File: src/hdl/tapered_capsule_signed_distance_unit_macros.svh
// Assertion macros for the tapered capsule distance unit.
// No dependencies; included by the files that carry assertions.
`ifndef TAPERED_CAPSULE_SIGNED_DISTANCE_UNIT_MACROS_SVH
`define TAPERED_CAPSULE_SIGNED_DISTANCE_UNIT_MACROS_SVH

// Condition must never hold at a clock edge outside reset
`define TCSD_ASSERT_NEVER(lbl, clk, rst, cond) \
   lbl: assert property (@(posedge clk) disable iff (rst) !(cond)) \
      else $error("forbidden condition seen");

// When pre holds, post must hold in the following cycle
`define TCSD_ASSERT_NEXT(lbl, clk, rst, pre, post) \
   lbl: assert property (@(posedge clk) disable iff (rst) (pre) |=> (post)) \
      else $error("expected follow-up missing");

`endif

File: src/hdl/tcsd_pkg.sv
// Shared widths, constants and types of the tapered capsule distance unit.
// No dependencies.
package tcsd_pkg;

   localparam int WORD_BITS  = 32;
   localparam int FRAC_BITS  = 16;
   localparam int RAD_BITS   = WORD_BITS - 1;
   localparam int DIFF_BITS  = WORD_BITS + 1;
   localparam int PROD_BITS  = 2 * DIFF_BITS;
   localparam int DOT_BITS   = PROD_BITS + 2;
   localparam int H_BITS     = FRAC_BITS + 1;
   localparam int Q_BITS     = DIFF_BITS + 1;
   localparam int SUMSQ_BITS = 2 * Q_BITS;
   localparam int LEN_BITS   = Q_BITS;
   localparam int BH_BITS    = DIFF_BITS + H_BITS;
   localparam int LERP_BITS  = RAD_BITS + H_BITS;

   localparam int CSR_COUNT      = 8;
   localparam int CSR_INDEX_BITS = $clog2(CSR_COUNT);

   localparam int MID_DEPTH    = 4;
   localparam int MID_PTR_BITS = $clog2(MID_DEPTH);
   localparam int OUT_DEPTH    = 2;
   localparam int OUT_PTR_BITS = $clog2(OUT_DEPTH);

   localparam longint unsigned ONE_L     = 64'd1 << FRAC_BITS;
   localparam longint unsigned RAD_MIN_L = (ONE_L + 64'd9999) / 64'd10000;
   localparam longint unsigned DEGEN_L   = (64'd1 << (2 * FRAC_BITS)) / 64'd100000000;

   localparam logic [H_BITS-1:0]    H_ONE_VAL    = {1'b1, {FRAC_BITS{1'b0}}};
   localparam logic [RAD_BITS-1:0]  RAD_MIN      = RAD_BITS'(RAD_MIN_L);
   localparam logic [RAD_BITS-1:0]  RADIUS_RESET = RAD_BITS'(ONE_L);
   localparam logic [DOT_BITS-1:0]  DEGEN_LIMIT  = DOT_BITS'(DEGEN_L);
   localparam logic [BH_BITS:0]     ROUND_HALF   = (BH_BITS + 1)'(ONE_L >> 1);

   typedef logic signed [WORD_BITS-1:0] coord_type;
   typedef logic signed [DIFF_BITS-1:0] diff_type;

   typedef enum logic [CSR_INDEX_BITS-1:0] {
      CSR_START_X, CSR_START_Y, CSR_START_Z,
      CSR_END_X, CSR_END_Y, CSR_END_Z,
      CSR_START_RADIUS, CSR_END_RADIUS
   } csr_index_type;

   // How the projection parameter is settled
   typedef enum logic [1:0] {
      HMODE_ZERO, HMODE_ONE, HMODE_DIV
   } hmode_type;

   // CSR-derived segment data, kept stable while items run by user alone
   typedef struct packed {
      logic [2:0][DIFF_BITS-1:0] ba_mag;
      logic [2:0]                ba_neg;
      logic [DOT_BITS-1:0]       len2;
      logic [RAD_BITS-1:0]       r_start;
      logic [RAD_BITS-1:0]       r_end;
   } geom_type;

   // Classified word handed from front to back
   typedef struct packed {
      diff_type            pa_x;
      diff_type            pa_y;
      diff_type            pa_z;
      logic [DOT_BITS-1:0] rem;
      hmode_type           mode;
   } mid_type;

endpackage

File: src/hdl/tcsd_queue.sv
// Short queue between the front and back ends of the distance unit.
// Depends on tcsd_pkg and the assertion macro header.
`include "tapered_capsule_signed_distance_unit_macros.svh"
module tcsd_queue (
   input  logic              clock,
   input  logic              reset,
   input  logic              push,
   input  tcsd_pkg::mid_type wdata,
   output logic              full,
   input  logic              pop,
   output tcsd_pkg::mid_type rdata,
   output logic              empty
);
   import tcsd_pkg::*;

   mid_type                 mem_ff [MID_DEPTH];
   logic [MID_PTR_BITS-1:0] wr_ptr_ff, rd_ptr_ff;
   logic [MID_PTR_BITS:0]   count_ff;

   assign full  = count_ff == (MID_PTR_BITS + 1)'(MID_DEPTH);
   assign empty = count_ff == '0;
   assign rdata = mem_ff[rd_ptr_ff];

   // Store incoming words
   always_ff @(posedge clock) begin
      if (push) begin
         mem_ff[wr_ptr_ff] <= wdata;
      end
   end

   // Advance pointers and fill level
   always_ff @(posedge clock) begin
      if (reset) begin
         wr_ptr_ff <= '0;
         rd_ptr_ff <= '0;
         count_ff  <= '0;
      end else begin
         if (push) wr_ptr_ff <= wr_ptr_ff + 1'b1;
         if (pop)  rd_ptr_ff <= rd_ptr_ff + 1'b1;
         case ({push, pop})
            2'b10:   count_ff <= count_ff + 1'b1;
            2'b01:   count_ff <= count_ff - 1'b1;
            default: count_ff <= count_ff;
         endcase
      end
   end

   `TCSD_ASSERT_NEVER(a_count_range, clock, reset, count_ff > (MID_PTR_BITS + 1)'(MID_DEPTH))
   `TCSD_ASSERT_NEVER(a_no_overflow, clock, reset, push && full)
   `TCSD_ASSERT_NEVER(a_no_underflow, clock, reset, pop && empty)
   `TCSD_ASSERT_NEXT(a_count_up, clock, reset, push && !pop, count_ff == $past(count_ff) + 1'b1)

endmodule

File: config.mk
export PLATFORM = sky130hd
export DESIGN_NAME = tcsd_queue
export DESIGN_NICKNAME = d
export VERILOG_FILES = /design/src/hdl/tcsd_pkg.sv /design/src/hdl/tcsd_queue.sv
export VERILOG_INCLUDE_DIRS = /design/src /design/src/hdl
export SDC_FILE = /design/constraint.sdc
export NUM_CORES = 1
export LEC_CHECK = 0
export BUFFER_PORTS_ARGS = -buffer_cell sky130_fd_sc_hd__buf_4
export CAP_MARGIN = 10
export CORE_ASPECT_RATIO = 0.7
export CORE_MARGIN = 4
export CORE_UTILIZATION = 32
export CTS_BUF_LIST = sky130_fd_sc_hd__clkbuf_4 sky130_fd_sc_hd__clkbuf_8
export CTS_CLUSTER_DIAMETER = 100
export DETAILED_ROUTE_END_ITERATION = 7
export PLACE_DENSITY_LB_ADDON = 0.08
export SETUP_SLACK_MARGIN = 0.5
export SLEW_MARGIN = 20
export SYNTH_ARGS = -nofsm -noshare
export SYNTH_HDL_FRONTEND = slang
export SYNTH_SLANG_ARGS = --single-unit
File: constraint.sdc
create_clock -name clock -period 6.65 [get_ports clock]
set_input_delay 0 -clock clock [delete_from_list [all_inputs] [get_ports clock]]
set_output_delay 0 -clock clock [all_outputs]
set_load 0.03 [all_outputs]
## Word-level counts from Yosys, hierarchy flattened

Memories as Yosys holds them, arrays and structs flattened. A register that Yosys moved wholly into a read port is not among the register bits.
Index checks and enable logic that the tools add are counted.

| storage, ports and cells | value |
|---|---|
| bits in registers | 7 |
| latch bits | 0 |
| memory bits (writable) | 676 |
| bits in read-only memories | 0 |
| bits of input ports | 173 |
| word-level logic and storage cells | 18 |
| memories | 1 |

Memories:

| name | words | width | read ports | clocked after memory_dff | wr ports | line | RTL |
|---|---|---|---|---|---|---|---|
| mem_ff | 4 | 169 | 1 | 1 | 1 | tcsd_queue.sv:16 | `mid_type mem_ff [MID_DEPTH];` |

| cells by class | value |
|---|---|
| $add $sub $neg | 4 |
| multipliers | 0 |
| div/mod/pow operators | 0 |
| $lt $le $gt $ge | 0 |
| eq/ne operators | 3 |
| shift-type cells | 0 |
| muxes and demuxes | 5 |
| bitwise logic cells | 0 |
| reductions and logical operators | 2 |

Operators with widths:

| kind | count |
|---|---|
| $pmux 3 s2 | 1 |
| $add 2x1->2 const B | 2 |
| $mux 2 | 2 |
| $add 3x1->3 const B | 1 |
| $eq 3x3->1 const B | 1 |
| $logic_not 3->1 | 1 |
| $sub 3x1->3 const B | 1 |
| $eq 2x1->1 const B | 1 |
| $eq 2x2->1 const B | 1 |
| $mux 1 | 2 |
| $reduce_bool 2->1 | 1 |

## Longest topological paths before layout

| logic depth | value |
|---|---|
| depth in word-level cells | 3 |
| depth in mapped cells | 7 |
| depth with buffers taken out | 7 |

## Worst setup path after synthesis

OpenSTA, ideal clock, no wires.

| timing | value |
|---|---|
| path kind | register to register |
| from | register wr_ptr_ff[0] |
| to | memory mem_ff[0][0] (netlist bit) (enable) |
| data arrival time | 4398 ps |
| path slack | 1703 ps |
| stages on the path, launching flop included | 4 |
| cells stage by stage | dfxtp_1 inv_1 ha_1 and2_1 |

RTL lines:

| element | line | RTL |
|---|---|---|
| start, declared | tcsd_queue.sv:17 | `logic [MID_PTR_BITS-1:0] wr_ptr_ff, rd_ptr_ff;` |
| start signal, assigned | tcsd_queue.sv:38 | `if (push) wr_ptr_ff <= wr_ptr_ff + 1'b1;` |
| end, declared | tcsd_queue.sv:16 |  |

Straight into the memory's write port.

==> run summary <==
Avg WL per Cell: 19.8 um
Slew Viols, Final: 0
# fillers: 6,706
Worst EP arrival: 3.17 ns
Synthesized instance count: 930
Fin. Hold Viols: 0
Total grt overflow: 0
Hold crit path type: input pin to register
Vias per inst: 4.38
Drc violations: 0
Worst-case clock buffer depth: 3
Register area: 0.0205 mm^2
RD Place Congestion: 0.657
Setup TNS: 0 ns
Row cnt: 85
Final HPWL DP: 30,900 um
Critical Path Sink Type: output pin
R2R cell count: 3
Initial detailed-routing violation count: 529
Min-Delay Path Depth: 2
Most common cell after layout, fill and taps aside: edfxtp_1
Worst skew pair latency: 0.69 ns
Final Skew: 0.0238 ns
Root buffer cell: clkbuf_8
Clock group share of total power: 34.3%
Peak supply drop: 159 uV
Max H-tree Level: 3
Final setup fails: 0
Drt first pass iters: 4
Port Buffers: 343
Pwr/cell area: 291 mW/mm^2
CTS buffer count: 106
Tot Pwr: 0.00979 W
Pin count of the biggest net entering global routing: 108
Crit path cell chain: buf_12, mux4_2, buf_4
Die ar.: 0.0821 mm^2
GRT Resource Usage Total: 13.4%
Sw frac: 24.7%
Post-synthesis sequential area ratio: 82.5%
CTS tree: built
Crit path kind: register to output pin
Unrepaired setup endpoints after global routing: no
Fmax: 0.316 GHz
Critical Path RT: 6.65 ns
Leak Pwr: 11.4 nW
Relative slew slack: 35.8%
Synthesis Warnings: 0
Core footprint: 0.0769 mm^2
Internal Pwr Total: 0.00737 W
Most frequent cells in the layout: edfxtp_1, buf_4, dlygate4sd3_1, mux4_2, clkbuf_8
Setup crit start kind: register
CP max stage delay: 0.77 ns
Number of synthesized register bits: 685
Clk slew on worst S/H paths: 0.06 ns
Routed Antenna Nets: 0
Fin crit share: 47.6%
Max_cap viols: 0
Initial antenna violation count: 4
Crit Path Max Fanout: 102
P&R area growth vs syn: 35.8%
Nets: 1,845
Slew @ Worst Pin: 0.963 ns
Minimum clock period: 3.17 ns
Die height: 241 um
Starting Density: 32.3%
Horiz. Die Dim: 341 um
Multi-input gate area: 0.00404 mm^2
CTS sink count: 685
Number of placed I/O pins: 344
Synthesized area: 0.0248 mm^2
Share of cells above drive strength 1: 39.5%
Post-Syn Nets: 1,109
Number of global-route vias before repair: 13,600
Mean Syn Cell Area: 26.7 um^2
NetSw: 0.00242 W
Synth cell types: 20
Vias: 12,200
Global-route wire length before repair: 82,800 um
Final WL: 55,300 um
Status: finished clean
Critical-path top delay cell: dfxtp_4
Flop pwr share: 51.2%
Combinational power share: 14.5%
==> critical path, delay by kind of cell (launching register included) <==
family / cells / cell delay (ns)
buffers and inverters: 2 / 0.94
DFF: 1 / 0.77
muxes: 1 / 0.64
==> state kept, by name, indices dropped and copies added (netlist names), named ones only <==
register	cells
mem_ff	676
count_ff	3
wr_ptr_ff	2
rd_ptr_ff	2
==> through the flow <==
step                      instances  util (%)  worst slack, ns  hold WS, ns  instance area, um^2
after detailed placement       2293      37.2             3.97        0.203                28600
after global placement         2293      37.2             4.00        0.201                28600
after global routing           2793      43.8             3.12      0.00907                33700
after CTS                      2792      43.8             3.24     0.000348                33700
final                          2793      43.8             3.48       0.0940                33700
after floorplan                 930         -             1.70       0.0989                24800
==> kinds of logic after synthesis <==
group           Yosys count  share of synthesized area [%]
mux                     170                           15.4
fa+ha+maj                 6                          0.333
buf+inv                  45                           1.20
simple gates             16                          0.308
flops                   685                           82.5
xor+xnor                  5                          0.177
compound gates            3                         0.0605
==> path summary, 6_finish.rpt <==
| check | from | end | slack [ns] |
|---|---|---|---|
| max | register | rdata[22] | 3.48 |
| min | wdata[119] | mem_ff[1][119] | 0.09 |
| max reg2reg | wr_ptr_ff[0] | mem_ff[3][43] | 4.05 |
| min reg2reg | count_ff[2] | count_ff[2] | 0.51 |
==> what timing repair did <==
item	4_1_cts	5_1_grt
setup buffers	0	0
setup endpoints to repair	0	0
hold endpoints to repair	758	0
hold buffers	309	0
resized for setup	0	0
==> power by group through the flow <==
stage / combinational [W] / clock [W] / sequential [W]
floorplan: 0.000791 / 0 / 0.00511
global placement: 0.00131 / 0 / 0.00511
detailed placement: 0.00131 / 0 / 0.00511
CTS: 0.00146 / 0.00351 / 0.00502
global route: 0.00152 / 0.00371 / 0.00503
finish: 0.00142 / 0.00336 / 0.00502
==> synth_stat cells (all sizes together) <==
| cell type | count | area share [%] |
|---|---|---|
| mux4 | 169 | 15 |
| nand2 | 1 | 0.015 |
| buf | 32 | 1.0 |
| nor2 | 8 | 0.12 |
| xnor2 | 2 | 0.071 |
| fa | 1 | 0.081 |
| or3 | 1 | 0.025 |
| ha | 5 | 0.25 |
| xor2 | 3 | 0.11 |
| o21ai | 1 | 0.020 |
| dfxtp | 9 | 0.73 |
| and2 | 4 | 0.10 |
| edfxtp | 676 | 82 |
| a21oi | 2 | 0.040 |
| clkbuf | 7 | 0.11 |
| and3 | 1 | 0.025 |
| mux2i | 1 | 0.040 |
| nor3 | 1 | 0.020 |
| inv | 6 | 0.091 |
==> cell type report <==
cell class	count	share of cell area [%]
Antenna cell	1	0.00743
Multi-Input combinational cell	200	12.0
Tap cell	1044	3.88
Sequential cell	685	60.8
Inverter	6	0.0668
Timing Repair Buffer	667	17.3
Clock buffer	144	5.20
Clock inverter	46	0.776
==> per-layer routing <==
layer | up-vias | global-route usage, % | wire, um
met5 | - | 0 | 34
met1 | 6300 | 16.9 | 23200
met3 | 113 | 4.01 | 3470
met2 | 284 | 22.3 | 27200
li1 | 5525 | - | -
met4 | 6 | 4.39 | 1410
(Power assumes the default switching activity.)
